**config.mk**
```make
export PLATFORM = sky130hd
export DESIGN_NAME = pulse_skip_modulator_core_flat
export DESIGN_NICKNAME = d
export VERILOG_FILES = /design/src/sv/psm_pkg.sv /design/src/sv/psm_in_if.sv /design/src/sv/psm_out_if.sv /design/src/sv/pulse_skip_modulator_core.sv /design/src/sv/psm_step.sv /design/src/flat_wrapper.sv
export SDC_FILE = /design/constraint.sdc
export NUM_CORES = 1
export LEC_CHECK = 0
export ABC_AREA = 1
export BUFFER_PORTS_ARGS = -buffer_cell sky130_fd_sc_hd__buf_2
export CELL_PAD_IN_SITES_DETAIL_PLACEMENT = 0
export CELL_PAD_IN_SITES_GLOBAL_PLACEMENT = 1
export CORE_MARGIN = 2
export CORE_UTILIZATION = 46
export DETAILED_ROUTE_END_ITERATION = 8
export PLACE_DENSITY = 0.83
export SYNTH_ARGS = -nofsm -noshare
export SYNTH_HDL_FRONTEND = slang
export SYNTH_SLANG_ARGS = --single-unit
```
**constraint.sdc**
```tcl
create_clock -name clk_i -period 7.6 [get_ports clk_i]
set_input_delay 0.38 -clock clk_i [delete_from_list [all_inputs] [get_ports clk_i]]
set_output_delay 0.38 -clock clk_i [all_outputs]
set_load 0.005 [all_outputs]
```
**src/sv/psm_pkg.sv**
```systemverilog
// ----------------------------------------------------------------------------
// psm_pkg: shared types and constants of the pulse-skip modulator
// Holds the item, configuration and state types used by the core and its
// single-pass update logic.
// ----------------------------------------------------------------------------
`default_nettype none

package psm_pkg;

  localparam int unsigned CfgIdxWidth  = 2;
  localparam int unsigned CfgDataWidth = 31;

  localparam logic [15:0] RangeReset     = 16'd127;
  localparam logic [7:0]  DividerReset   = 8'd1;
  localparam logic [7:0]  MinGapReset    = 8'd0;
  localparam logic [30:0] StopAfterReset = 31'd0;
  localparam logic [15:0] PowerReset     = 16'd10;

  typedef enum logic [1:0] {
    KindCross    = 2'd0,
    KindTimer    = 2'd1,
    KindSetPoint = 2'd2,
    KindClear    = 2'd3
  } kind_e;

  typedef enum logic [CfgIdxWidth-1:0] {
    CfgRange     = 2'd0,
    CfgDivider   = 2'd1,
    CfgMinGap    = 2'd2,
    CfgStopAfter = 2'd3
  } cfg_idx_e;

  typedef struct packed {
    logic [15:0] range;
    logic [7:0]  divider;
    logic [7:0]  min_gap_ms;
    logic [30:0] stop_after;
  } cfg_t;

  typedef struct packed {
    logic [15:0] accumulator;
    logic        skip_flag;
    logic [7:0]  divide_count;
    logic [31:0] pulses;
    logic [31:0] last_cross_ms;
    logic [15:0] power_value;
    logic        drive_level;
  } state_t;

  typedef struct packed {
    logic [1:0]  kind;
    logic [31:0] now_ms;
    logic [15:0] set_point;
  } in_t;

  typedef struct packed {
    logic        drive;
    logic        timer_restart;
    logic        ignored;
    logic [31:0] pulse_count;
  } out_t;

endpackage

`default_nettype wire

```
**src/sv/psm_in_if.sv**
```systemverilog
// ----------------------------------------------------------------------------
// psm_in_if: event channel of the pulse-skip modulator
// Valid/ready channel carrying one event item.
// ----------------------------------------------------------------------------
`default_nettype none

interface psm_in_if;
  logic        valid;
  logic        ready;
  logic [1:0]  kind;
  logic [31:0] now_ms;
  logic [15:0] set_point;

  modport source (output valid, output kind, output now_ms, output set_point, input ready);
  modport sink   (input valid, input kind, input now_ms, input set_point, output ready);
endinterface

`default_nettype wire

```
**src/sv/psm_out_if.sv**
```systemverilog
// ----------------------------------------------------------------------------
// psm_out_if: result channel of the pulse-skip modulator
// Valid/ready channel carrying one result item.
// ----------------------------------------------------------------------------
`default_nettype none

interface psm_out_if;
  logic        valid;
  logic        ready;
  logic        drive;
  logic        timer_restart;
  logic        ignored;
  logic [31:0] pulse_count;

  modport source (output valid, output drive, output timer_restart, output ignored,
                  output pulse_count, input ready);
  modport sink   (input valid, input drive, input timer_restart, input ignored,
                  input pulse_count, output ready);
endinterface

`default_nettype wire

```
**src/sv/pulse_skip_modulator_core.sv**
```systemverilog
// ----------------------------------------------------------------------------
// pulse_skip_modulator_core: mains pulse-skip modulator for one output line
// Event items in, one result item out per event.
// ----------------------------------------------------------------------------
// Usage: every event item yields exactly one result item, and one item is
// accepted per cycle while input ready is high: an input register feeds a
// single combinational update (a 17-bit accumulator add, fold and compare plus
// a 32-bit counter increment and limit compare), whose result lands in the
// output register. Input ready drops only while the output register holds an
// unread item and the input register is also full. The user must write the
// configuration registers (range, divider, min_gap_ms, stop_after) through
// cfg_we_i / cfg_idx_i / cfg_wdata_i only while no item is in flight; the core does not enforce it.
`default_nettype none

module pulse_skip_modulator_core (
  input  wire                                  clk_i,
  input  wire                                  rst_ni,
  input  wire                                  cfg_we_i,
  input  wire [psm_pkg::CfgIdxWidth-1:0]       cfg_idx_i,
  input  wire [psm_pkg::CfgDataWidth-1:0]      cfg_wdata_i,
  psm_in_if.sink                               in_if,
  psm_out_if.source                            out_if
);
  import psm_pkg::*;

  cfg_t   cfg_q;
  state_t state_q;
  state_t state_d;
  in_t    item_q;
  logic   item_valid_q;
  out_t   result_d;
  out_t   result_q;
  logic   out_valid_q;
  logic   advance;
  logic   accept;

  assign advance      = item_valid_q && (!out_valid_q || out_if.ready);
  assign in_if.ready  = !item_valid_q || advance;
  assign accept       = in_if.valid && in_if.ready;

  psm_step u_step (
    .cfg_i    (cfg_q),
    .state_i  (state_q),
    .item_i   (item_q),
    .state_o  (state_d),
    .result_o (result_d)
  );

  always_ff @(posedge clk_i or negedge rst_ni) begin
    if (!rst_ni) begin
      cfg_q.range      <= RangeReset;
      cfg_q.divider    <= DividerReset;
      cfg_q.min_gap_ms <= MinGapReset;
      cfg_q.stop_after <= StopAfterReset;
    end else if (cfg_we_i) begin
      case (cfg_idx_e'(cfg_idx_i))
        CfgRange:     cfg_q.range      <= cfg_wdata_i[15:0];
        CfgDivider:   cfg_q.divider    <= cfg_wdata_i[7:0];
        CfgMinGap:    cfg_q.min_gap_ms <= cfg_wdata_i[7:0];
        CfgStopAfter: cfg_q.stop_after <= cfg_wdata_i;
        default: begin
        end
      endcase
    end
  end

  always_ff @(posedge clk_i or negedge rst_ni) begin
    if (!rst_ni) begin
      state_q.accumulator   <= 16'd0;
      state_q.skip_flag     <= 1'b0;
      state_q.divide_count  <= 8'd0;
      state_q.pulses        <= 32'd0;
      state_q.last_cross_ms <= 32'd0;
      state_q.power_value   <= PowerReset;
      state_q.drive_level   <= 1'b0;
      item_valid_q          <= 1'b0;
      out_valid_q           <= 1'b0;
    end else begin
      if (advance) begin
        state_q <= state_d;
      end
      if (accept) begin
        item_valid_q <= 1'b1;
      end else if (advance) begin
        item_valid_q <= 1'b0;
      end
      if (advance) begin
        out_valid_q <= 1'b1;
      end else if (out_if.ready) begin
        out_valid_q <= 1'b0;
      end
    end
  end

  always_ff @(posedge clk_i) begin
    if (accept) begin
      item_q.kind      <= in_if.kind;
      item_q.now_ms    <= in_if.now_ms;
      item_q.set_point <= in_if.set_point;
    end
    if (advance) begin
      result_q <= result_d;
    end
  end

  assign out_if.valid         = out_valid_q;
  assign out_if.drive         = result_q.drive;
  assign out_if.timer_restart = result_q.timer_restart;
  assign out_if.ignored       = result_q.ignored;
  assign out_if.pulse_count   = result_q.pulse_count;

endmodule

`default_nettype wire

```
**src/sv/psm_step.sv**
```systemverilog
// ----------------------------------------------------------------------------
// psm_step: one event applied to the modulator state
// Gap filter, divider, first-order accumulator, pulse counter and stop limit,
// all as one combinational pass from current state to next state and result.
// ----------------------------------------------------------------------------
`default_nettype none

module psm_step (
  input  psm_pkg::cfg_t   cfg_i,
  input  psm_pkg::state_t state_i,
  input  psm_pkg::in_t    item_i,
  output psm_pkg::state_t state_o,
  output psm_pkg::out_t   result_o
);
  import psm_pkg::*;

  logic [31:0] gap;
  logic        ignore;
  logic [7:0]  step;
  logic        update;
  logic [16:0] sum;
  logic [16:0] diff;
  logic [16:0] folded;
  logic        ge;
  logic        over;
  logic        conduct;
  logic [15:0] acc_new;
  logic [31:0] pulses_inc;
  logic        blocked;
  state_t      st;
  logic        restart;

  assign gap    = item_i.now_ms - state_i.last_cross_ms;
  assign ignore = (cfg_i.min_gap_ms != 8'd0) && (gap < {24'd0, cfg_i.min_gap_ms});
  // divider of zero behaves as one
  assign step   = (cfg_i.divider == 8'd0) ? 8'd0 : cfg_i.divider - 8'd1;
  assign update = state_i.divide_count >= step;

  assign sum     = {1'b0, state_i.accumulator} + {1'b0, state_i.power_value};
  assign ge      = sum >= {1'b0, cfg_i.range};
  assign diff    = sum - {1'b0, cfg_i.range};
  assign folded  = ge ? diff : sum;
  // stale power value above a lowered range: clear and conduct
  assign over    = folded > {1'b0, cfg_i.range};
  assign conduct = ge;
  assign acc_new = over ? 16'd0 : folded[15:0];

  assign pulses_inc = state_i.pulses + {31'd0, conduct};
  assign blocked    = conduct && (cfg_i.stop_after != 31'd0) &&
                      (pulses_inc > {1'b0, cfg_i.stop_after});

  always_comb begin
    st      = state_i;
    restart = 1'b0;
    case (kind_e'(item_i.kind))
      KindCross: begin
        if (!ignore) begin
          st.last_cross_ms = item_i.now_ms;
          if (update) begin
            st.divide_count = state_i.divide_count - step;
            st.accumulator  = acc_new;
            st.skip_flag    = !conduct || blocked;
            st.pulses       = pulses_inc;
          end else begin
            st.divide_count = state_i.divide_count + 8'd1;
          end
          st.drive_level = !st.skip_flag;
          restart        = 1'b1;
        end
      end
      KindTimer: begin
        st.drive_level = 1'b0;
      end
      KindSetPoint: begin
        st.power_value = (item_i.set_point < cfg_i.range) ? item_i.set_point : cfg_i.range;
      end
      KindClear: begin
        st.pulses = 32'd0;
      end
      default: begin
      end
    endcase
  end

  assign state_o                = st;
  assign result_o.drive         = st.drive_level;
  assign result_o.timer_restart = restart;
  assign result_o.ignored       = (kind_e'(item_i.kind) == KindCross) && ignore;
  assign result_o.pulse_count   = st.pulses;

endmodule

`default_nettype wire

```
**src/flat_wrapper.sv**
```systemverilog
// flat-port wrapper written by rule: the top's interface ports become plain ports
module pulse_skip_modulator_core_flat import psm_pkg::*;
  (clk_i, rst_ni, cfg_we_i, cfg_idx_i, cfg_wdata_i, in_if_valid, in_if_kind, in_if_now_ms, in_if_set_point, in_if_ready, out_if_valid, out_if_drive, out_if_timer_restart, out_if_ignored, out_if_pulse_count, out_if_ready);
  psm_in_if in_if_i ();
  psm_out_if out_if_i ();
  input  wire clk_i;
  input  wire rst_ni;
  input  wire cfg_we_i;
  input  wire [psm_pkg::CfgIdxWidth-1:0] cfg_idx_i;
  input  wire [psm_pkg::CfgDataWidth-1:0] cfg_wdata_i;
  input wire logic [$bits(in_if_i.valid)-1:0] in_if_valid;
  input wire logic [$bits(in_if_i.kind)-1:0] in_if_kind;
  input wire logic [$bits(in_if_i.now_ms)-1:0] in_if_now_ms;
  input wire logic [$bits(in_if_i.set_point)-1:0] in_if_set_point;
  output wire logic [$bits(in_if_i.ready)-1:0] in_if_ready;
  output wire logic [$bits(out_if_i.valid)-1:0] out_if_valid;
  output wire logic [$bits(out_if_i.drive)-1:0] out_if_drive;
  output wire logic [$bits(out_if_i.timer_restart)-1:0] out_if_timer_restart;
  output wire logic [$bits(out_if_i.ignored)-1:0] out_if_ignored;
  output wire logic [$bits(out_if_i.pulse_count)-1:0] out_if_pulse_count;
  input wire logic [$bits(out_if_i.ready)-1:0] out_if_ready;
  assign in_if_i.valid = in_if_valid;
  assign in_if_i.kind = in_if_kind;
  assign in_if_i.now_ms = in_if_now_ms;
  assign in_if_i.set_point = in_if_set_point;
  assign in_if_ready = in_if_i.ready;
  assign out_if_valid = out_if_i.valid;
  assign out_if_drive = out_if_i.drive;
  assign out_if_timer_restart = out_if_i.timer_restart;
  assign out_if_ignored = out_if_i.ignored;
  assign out_if_pulse_count = out_if_i.pulse_count;
  assign out_if_i.ready = out_if_ready;
  pulse_skip_modulator_core u_core (.clk_i(clk_i), .rst_ni(rst_ni), .cfg_we_i(cfg_we_i), .cfg_idx_i(cfg_idx_i), .cfg_wdata_i(cfg_wdata_i), .in_if(in_if_i), .out_if(out_if_i));
endmodule
```
After elaboration in Yosys (flattened, before gate mapping) --
Cells that the tools add are included.
Word-level totals: register bits after elaboration 256, input bits 88, memories 0, latch bits 0, memory bits (read-only) 0, output and inout port bits 37, bits in writable memories 0, word-level logic and storage cells 86
Operators by class: bitwise operators 1, multipliers 0, magnitude comparators 6, equal/unequal tests 7, shift operators 0, add/subtract/negate cells 7, reductions and logical operators 27, div/mod/pow operators 0, multiplexer cells 18
Operators with widths (number):
- $mux W17 | 4
- $mux W64 | 1
- $pmux W32 S2 | 1
- $add A32 B1 Y32 | 1
- $gt A32 B31 Y1 | 1
- $lt A32 B8 Y1 | 1
- $mux W16 | 2
- $mux W32 | 1
- $sub A32 B32 Y32 | 1
- $reduce_bool A31 Y1 | 1
- $add A16 B16 Y17 | 1
- $ge A17 B16 Y1 | 1
- $gt A17 B16 Y1 | 1
- $sub A17 B16 Y17 | 1
- $lt A16 B16 Y1 | 1
- $mux W8 | 2
- $reduce_and A2 Y1 | 5
- $add A8 B1 Y8 const B | 1
- $eq A2 B2 Y1 const B | 4
- $ge A8 B8 Y1 | 1
- $logic_not A8 Y1 | 1
- $reduce_bool A8 Y1 | 1
- $sub A8 B1 Y8 const B | 1
- $sub A8 B8 Y8 | 1
- other kinds (12) | 30

Depth between registers and ports, before layout --
Gate-level depths: netlist (run 1).
depth in word-level cells 12, depth in mapped cells 47, depth with buffers taken out 47

Modules after synthesis --
From an unflattened synthesis (run 1), not the netlist that was laid out.
Second synthesis, totals: cells, all modules 2929, area, all modules 20278.2 um^2
By module, submodules not included:
- psm_step | area each 10904.2 um^2, instances 1, sequential area each 0.0 um^2, cells each 2102
- pulse_skip_modulator_core | area each 9374.0 um^2, instances 1, sequential area each 6844.1 um^2, cells each 827

Worst setup path after synthesis (run 1) --
Ideal clock, no wire load.
path kind reg2reg, start point register u_core.state_q[2] (netlist bit), end point register u_core.result_q, in the netlist u_core.out_if.drive (data pin), buffers on the path 0, setup time 258 ps, path slack 1212 ps, stages on the path, launching flop included 44, arrival time 6130 ps, clock period less this slack 6388 ps, data required time 7342 ps, cell sequence dfstp_2 inv_1 fa_1 o21ai_1 nand2_1 o211ai_1 nand2_1 nand2_1 a31o_2 xor2_1 inv_1 ha_1 inv_1 nor3_1 a41o_1 nor2_1 o21ai_1 nand2_1 (+8 left out) nor2_1 nand3_1 nor2_1 nand3_1 xor2_1 inv_1 ha_1 inv_1 nor4_1 inv_1 nor4_1 nand2_1 nor2_1 o21ai_0 nand2_1 nand2_1 nand2_1 nand2_1
RTL lines:
- start: declaration | RTL line pulse_skip_modulator_core.sv:27 | state_t state_q;
- start signal: assignment | RTL line pulse_skip_modulator_core.sv:80 | state_q <= state_d;
- end signal: assignment | RTL line pulse_skip_modulator_core.sv:102 | result_q <= result_d;
- end: declaration | RTL line pulse_skip_modulator_core.sv:32 | out_t result_q;

==> results of run 1 <==
cells by family (layout without fill, tap and decap cells):
logic type      count (synthesis)  in the layout
fa+ha+maj                     151            151
xor+xnor                       63             63
buf+inv                       448            635
flops                         256            256
compound gates                335            335
simple gates                 1162           1162
synth_stat cells (2+ instances only):
| master | instances | area (µm²) |
|---|---|---|
| nand2_2 | 5 | 31.3 |
| nand2_4 | 3 | 33.8 |
| fa_1 | 4 | 80.1 |
| nor2_2 | 5 | 31.3 |
| buf_2 | 6 | 30.0 |
| a21boi_0 | 7 | 52.6 |
| nand4_1 | 37 | 231 |
| o2111ai_1 | 2 | 17.5 |
| nor4_1 | 15 | 93.8 |
| nor3_1 | 25 | 125 |
| dfrtp_1 | 161 | 4030 |
| o21ai_1 | 34 | 170 |
| inv_2 | 5 | 18.8 |
| nand3b_1 | 11 | 82.6 |
| ha_1 | 147 | 1840 |
| o211ai_1 | 11 | 82.6 |
| o31ai_1 | 2 | 15.0 |
| and2_1 | 3 | 18.8 |
| a31oi_1 | 7 | 43.8 |
| xor2_1 | 53 | 464 |
| a21o_1 | 4 | 30.0 |
| or2_2 | 7 | 43.8 |
| a211oi_1 | 3 | 22.5 |
| clkbuf_1 | 38 | 143 |
| o21ai_0 | 148 | 741 |
| o21a_1 | 6 | 45.0 |
| buf_6 | 8 | 90.1 |
| a21oi_1 | 101 | 505 |
| nand2_1 | 759 | 2850 |
| nor2_8 | 2 | 40.0 |
| xnor2_1 | 10 | 87.6 |
| nor2_1 | 153 | 574 |
| nand3_1 | 133 | 666 |
| o21bai_1 | 5 | 37.5 |
| dfstp_2 | 10 | 263 |
| buf_1 | 2 | 7.51 |
| nor3b_1 | 3 | 22.5 |
| inv_1 | 387 | 1450 |
| edfxtp_1 | 85 | 2550 |
state kept, by name (all words and copies together), names as in the netlist:
register	cells
u_core.state_q	106
u_core.cfg_q	63
u_core.item_q	50
u_core.out_if.pulse_count	32
u_core.item_valid_q	1
u_core.out_if.drive	1
u_core.out_if.ignored	1
u_core.out_if.timer_restart	1
u_core.out_if.valid	1
what timing repair did:
action                                 4_1_cts  5_1_grt
hold buffers                                51        0
setup endpoints to repair                    0        3
endpoints found under the hold margin      149        0
setup buffers                                0        4
gates resized for setup                      0       12
power by group through the flow:
stage               Clock (mW)  Sequential [mW]  Combinational [mW]
finish                    1.49             2.06                5.07
global route              1.58             2.10                5.81
CTS                       1.53             2.06                5.04
global placement             0             2.07                4.95
detailed placement           0             2.08                4.99
floorplan                    0             1.99                3.78
metal layers:
| metal | GRT usage, % | share of wire [%] | up-vias |
|---|---|---|---|
| met2 | 40.8 | 45 | 352 |
| met1 | 34.3 | 47 | 7338 |
| met5 | 0 | 0 | - |
| met3 | 2.88 | 4.3 | 73 |
| li1 | - | - | 8093 |
| met4 | 6.38 | 2.8 | 0 |
through the flow:
step,total power [mW],hold slack (ns)
after detailed placement,7.06,0.474
after global routing,9.50,0.0247
after floorplan,5.76,0.0844
after CTS,8.62,0.00797
after global placement,7.01,0.466
final,8.62,0.0347
layout make-up:
type / instances / area [µm²]
clock inverters: 22 / 273
repair buffers: 188 / 1230
flip-flops and latches: 256 / 6840
well taps: 511 / 639
inverters: 393 / 1480
clock buffers: 32 / 737
fillers: 3770 / 17400
multi-input cells: 1711 / 9200
critical path: cells and delay by family, from the launching register on:
| kind | cells | cell delay (ns) |
|---|---|---|
| buffers and inverters | 9 | 0.67 |
| adder cells (fa/ha/maj) | 5 | 1.43 |
| XOR/XNOR | 2 | 0.38 |
| flip-flops | 1 | 0.53 |
| AND/OR/NAND/NOR | 23 | 2.81 |
| AO/OA/AOI/OAI | 7 | 1.02 |
placed cells by master (no fill, tap or decap), types with 24 or more instances in the layout:
| cell type | n |
|---|---|
| ha_1 | 147 |
| clkbuf_16 | 29 |
| nor3_1 | 24 |
| nor2_1 | 149 |
| buf_2 | 123 |
| edfxtp_1 | 85 |
| nand3_1 | 130 |
| inv_1 | 386 |
| dfrtp_1 | 161 |
| a21oi_1 | 101 |
| o21ai_0 | 147 |
| nand2_1 | 758 |
| xor2_1 | 53 |
| nand4_1 | 37 |
| dlygate4sd3_1 | 51 |
| o21ai_1 | 33 |
worst max path at each step:
stage,depth (start not counted),slack [ns],from,endpoint
floorplan,43,1.21,u_core.state_q[2]$_DFFE_PN1P_,u_core.out_if.drive$_DFFE_PP_
global placement,46,0.50,u_core.state_q[2]$_DFFE_PN1P_,u_core.state_q[0]$_DFFE_PN0P_
detailed placement,46,0.30,u_core.state_q[2]$_DFFE_PN1P_,u_core.state_q[0]$_DFFE_PN0P_
CTS,46,0.26,u_core.state_q[2]$_DFFE_PN1P_,u_core.state_q[0]$_DFFE_PN0P_
global route,44,-0.001,u_core.state_q[2]$_DFFE_PN1P_,u_core.state_q[0]$_DFFE_PN0P_
finish,46,0.72,u_core.state_q[2]$_DFFE_PN1P_,u_core.state_q[0]$_DFFE_PN0P_
==> flow_metrics.tcl, run 1 <==
set metrics [dict create \
    clockBufferDepth 3 \
    finalSetupViolCount 0 \
    r2r_cells 46 \
    reg2reg_from "u_core.state_q[2]$_DFFE_PN1P_" \
    endpoint_kind "flop" \
    peakVddDrop_uv 286 \
    combPwrFrac_pct 58.8 \
    drt_wl_total_um 49300 \
    crit_path_max_incr_delay_ns 0.53 \
    leakagePower_nw 10.6 \
    start_kind "flop" \
    n_antenna_cell 0 \
    vias 15856 \
    hp-class "in -> reg" \
    synth_cell_types 47 \
    final_hold_viol_count 0 \
    p_int_mw 4.47 \
    stdcell_count 3113 \
    dpl.hpwl_um 37000 \
    avgViaCountPerCell 5.09 \
    cp.arrival_ns 7.41 \
    die_h_um 200 \
    setup_tns_ns 0 \
    fin_crit_ns 6.88 \
    yosys-mux-area-fraction_pct 0 \
    synth_area_um2 17700 \
    synth-edff-count 85 \
    async_flop_share_pct 66.8 \
    worstReg2RegEnd "u_core.state_q[0]$_DFFE_PN0P_" \
    antenna_found_initial 0 \
    synth_compound_area_share_pct 10.2 \
    design_area_um2 20400 \
    synthCells 2415 \
    grt_max_degree 102 \
    drt_iter0_markers 956 \
    switchingPower_mw 4.14 \
    final_util_pct 53.9 \
    place_area_um2 18800 \
    row_count 71 \
    sw_frac_of_total_pct 48.1 \
    finalMaxSlewViolations 0 \
    gp_congestion 0.898 \
    crit_fanout 8 \
    critical_path_class "reg -> reg" \
    max_cap_violations 0 \
    start_util_pct 46.9 \
    drive_gt1_share_pct 9.22 \
    whs_endpoint "u_core.item_valid_q$_DFFE_PN0P_" \
    syn_nets 2654 \
    synth_simple_gate_area_share_pct 27.4 \
    route.detailed.drc 0 \
    ys_warn_count 0 \
    synth_xor_xnor_area_share_pct 3.11 \
    status "complete, no violations" \
    hold_path.startpoint "in_if_valid" \
    yosysSeqAreaShare_pct 38.6 \
    cts_tree "yes" \
    crit_required_ns 8.13 \
    synth_top_family_by_area "simple AND/OR/NAND/NOR gates" \
    fin_crit_sh_pct 90.6 \
    syn_to_final_growth_pct 15.0 \
    fp.coreArea_um2 37800 \
    hold_path_depth 3 \
    track_usage_pct 24.6 \
    crit_top_cell "nand2_1" \
    slowest_stage "dfstp_2" \
    fin_nets 2818 \
    syn_avg_cell_area_um2 7.34 \
    clock.fmax_mhz 145 \
    clock_latency_ns 0.60 \
    ctsHtreeMaxLevel 1 \
    die_area_um2 40100 \
    clockRootBuffer "clkbuf_16" \
    synthAdderAreaFrac_pct 10.8 \
    io_buffer_count 124 \
    cts.sinks 256 \
    p_per_area_nw_per_um2 422 \
    skew_ns 0.0204 \
    tightest_slew_ns 1.04 \
    grt_pass1_vias 15336 \
    grt_pass1_wl_um 80200 \
    seqPwrFrac_pct 23.9 \
    dp_slack_ns 0.304 \
    dp.cells 3004 \
    slew_headroom_pct 30.7 \
    synth_ff_type "dfrtp_1" \
    p_clk_share_pct 17.3 \
    drtPass1Iterations 5 \
    drtAntennaViolNets 0 \
    synth-seq-cells 256 \
    fin_ws_ns 0.715 \
    path_clk_slew_ns 0.06 \
    ios 125 \
    die_x_um 200 \
    wl_per_cell_um 15.8 \
    rrSetupSlack_ns 0.72 \
    cts_inserted_buffers 29 \
    overflow 0 \
]
(Power assumes the default switching activity.)
==> run 2, diff against run 1 <==
CELL_PAD_IN_SITES_GLOBAL_PLACEMENT = 2   (was 1)
CORE_UTILIZATION = 36   (was 46)
PLACE_DENSITY = 0.82   (was 0.83)
==> run 2 against run 1 <==
Against the previous run:
- sequential power barely moved
- clock power increased by 7%
- sequential cell count unchanged
- maximum frequency up 2.0%
- clock skew is 0.013 ns higher
- combinational power is 1% higher
- global-route usage shrank 3.9 points
- critical path depth shrank 3
- total power up 1.9%
- first-iteration DRC count is 7.0% lower
- sequential share of layout area fell by 0.49 points
- non-clock buffer count rose by 2
- largest cell class unchanged
- largest power group unchanged
==> flow_metrics.tcl, run 2 (synthesis results as in run 1) <==
set metrics [dict create \
    start_kind "flop" \
    crit_required_ns 7.95 \
    met3_usage_pct 2.78 \
    use_met2_pct 34.6 \
    ios 125 \
    antenna_found_initial 0 \
    whs_endpoint "u_core.cfg_q[26]$_DFFE_PN0P_" \
    hold_path_depth 3 \
    wl_per_cell_um 15.9 \
    grt_pass1_vias 15537 \
    clockBufferDepth 3 \
    setup_tns_ns 0 \
    dp_slack_ns 0.375 \
    r2r_cells 43 \
    fin_crit_sh_pct 88.8 \
    skew_ns 0.0332 \
    endpoint_kind "flop" \
    io_buffer_count 124 \
    drtPass1Iterations 9 \
    status "complete, no violations" \
    leakagePower_nw 10.7 \
    die_h_um 226 \
    peakVddDrop_uv 243 \
    drt_wl_total_um 51900 \
    crit_top_cell "nand2_1" \
    route.detailed.drc 0 \
    hp-class "in -> reg" \
    row_count 81 \
    rrSetupSlack_ns 0.85 \
    p_per_area_nw_per_um2 424 \
    cts.sinks 256 \
    slew_headroom_pct 27.4 \
    fin_ws_ns 0.848 \
    worstReg2RegEnd "u_core.out_if.drive$_DFFE_PP_" \
    track_usage_pct 20.7 \
    clockRootBuffer "clkbuf_16" \
    max_flop_register "u_core.state_q" \
    grt_max_degree 79 \
    fp.coreArea_um2 48700 \
    fin_nets 2822 \
    start_util_pct 36.4 \
    finalSetupViolCount 0 \
    dp.cells 3158 \
    ctsHtreeMaxLevel 1 \
    cp.arrival_ns 7.11 \
    avgViaCountPerCell 4.77 \
    vias 15599 \
    most-common-layout-cells "758 x nand2_1, 386 x inv_1, 161 x dfrtp_1, 148 x nor2_1" \
    final_hold_viol_count 0 \
    syn_to_final_growth_pct 16.7 \
    fill_cells 5084 \
    n_antenna_cell 0 \
    stdcell_count 3272 \
    grt_pass1_wl_um 83400 \
    hold_path.startpoint "cfg_wdata_i[26]" \
    largest_reg_flops 106 \
    grt_use_met1_pct 28.4 \
    gp_congestion 0.857 \
    cts_inserted_buffers 31 \
    mostFrequentLayoutCell "nand2_1" \
    tightest_slew_ns 1.09 \
    finalMaxSlewViolations 0 \
    fin_hold_ws_ns 0.0374 \
    dpl.hpwl_um 39500 \
    clock.fmax_mhz 148 \
    drt_iter0_markers 889 \
    crit_fanout 4 \
    fin_crit_ns 6.75 \
    critical_path_class "reg -> reg" \
    reg2reg_from "u_core.state_q[2]$_DFFE_PN1P_" \
    overflow 0 \
    cts_tree "yes" \
    die_x_um 226 \
    clock_latency_ns 0.60 \
    die_area_um2 51100 \
    grt_most_used_layer "met2" \
    drtAntennaViolNets 0 \
    crit_path_max_incr_delay_ns 0.53 \
    max_cap_violations 0 \
    slowest_stage "dfstp_2" \
    drive_gt1_share_pct 9.16 \
    top_regs "u_core.state_q: 106 flops, u_core.cfg_q: 63 flops, u_core.item_q: 50 flops" \
    path_clk_slew_ns 0.06 \
]
[run 2: changes by cell type in the layout (fill, tap and decap cells not counted), moves of 2 or more]
cell	delta
dlygate4sd3_1	+3
clkbuf_16	+4
clkbuf_8	+4
inv_6	-2
clkinvlp_4	-2
clkbuf_1	+5
clkinv_2	-3
[run 2: stage by stage]
step,power (mW),utilization (%),cell area (µm²)
after floorplan,5.76,-,17700
final,8.78,42.5,20700
after global routing,9.72,42.5,20700
after global placement,7.13,39.0,19000
after detailed placement,7.17,39.0,19000
after CTS,8.85,42.3,20600
[run 2: routing by layer]
metal	share of wire, %	routed length, µm
met1	48	24800
met4	2.4	1260
met3	4.1	2150
met2	46	23700
met5	0	0
[run 2: worst max-delay path by stage]
stage / startpoint / to / slack [ns] / cells after the start
2_1_floorplan: u_core.state_q[2]$_DFFE_PN1P_ / u_core.out_if.drive$_DFFE_PP_ / 1.21 / 43
3_3_place_gp: u_core.state_q[2]$_DFFE_PN1P_ / u_core.out_if.drive$_DFFE_PP_ / 0.47 / 43
3_5_place_dp: u_core.state_q[2]$_DFFE_PN1P_ / u_core.out_if.drive$_DFFE_PP_ / 0.37 / 43
4_1_cts: u_core.state_q[2]$_DFFE_PN1P_ / u_core.out_if.drive$_DFFE_PP_ / 0.36 / 43
5_1_grt: u_core.state_q[2]$_DFFE_PN1P_ / u_core.out_if.drive$_DFFE_PP_ / -0.02 / 43
6_report: u_core.state_q[2]$_DFFE_PN1P_ / u_core.out_if.drive$_DFFE_PP_ / 0.85 / 43
[run 2: layout make-up]
| type | instances | area, µm² | share of cell area, % |
|---|---|---|---|
| multi-input combinational | 1711 | 9200 | 44.4 |
| sequential | 256 | 6840 | 33.1 |
| inverter | 393 | 1480 | 7.12 |
| timing repair buffer | 190 | 1260 | 6.07 |
| clock buffer | 45 | 911 | 4.40 |
| tap | 664 | 831 | 4.01 |
| clock inverter | 13 | 186 | 0.900 |
[run 2: critical path: cells and delay by family (launching register included)]
| family | cells | cell delay (ns) |
|---|---|---|
| flip-flops | 1 | 0.53 |
| buffers and inverters | 8 | 0.61 |
| AO/OA/AOI/OAI | 6 | 0.92 |
| AND/OR/NAND/NOR | 22 | 2.70 |
| XOR/XNOR | 2 | 0.38 |
| adder cells (fa/ha/maj) | 5 | 1.41 |
[run 2: power by group]
group	switching, mW	leakage (nW)	total (mW)	internal [mW]
Sequential	0.259	2.97	2.05	1.80
Combinational	3.31	7.18	5.13	1.82
Clock	0.620	0.533	1.59	0.969
[run 2: what timing repair did]
item | 4_1_cts | 5_1_grt
hold buffers | 54 | 0
endpoints found under the setup margin | 0 | 3
buffers inserted | 0 | 2
gates resized for setup | 0 | 12
hold endpoints to repair | 117 | 0
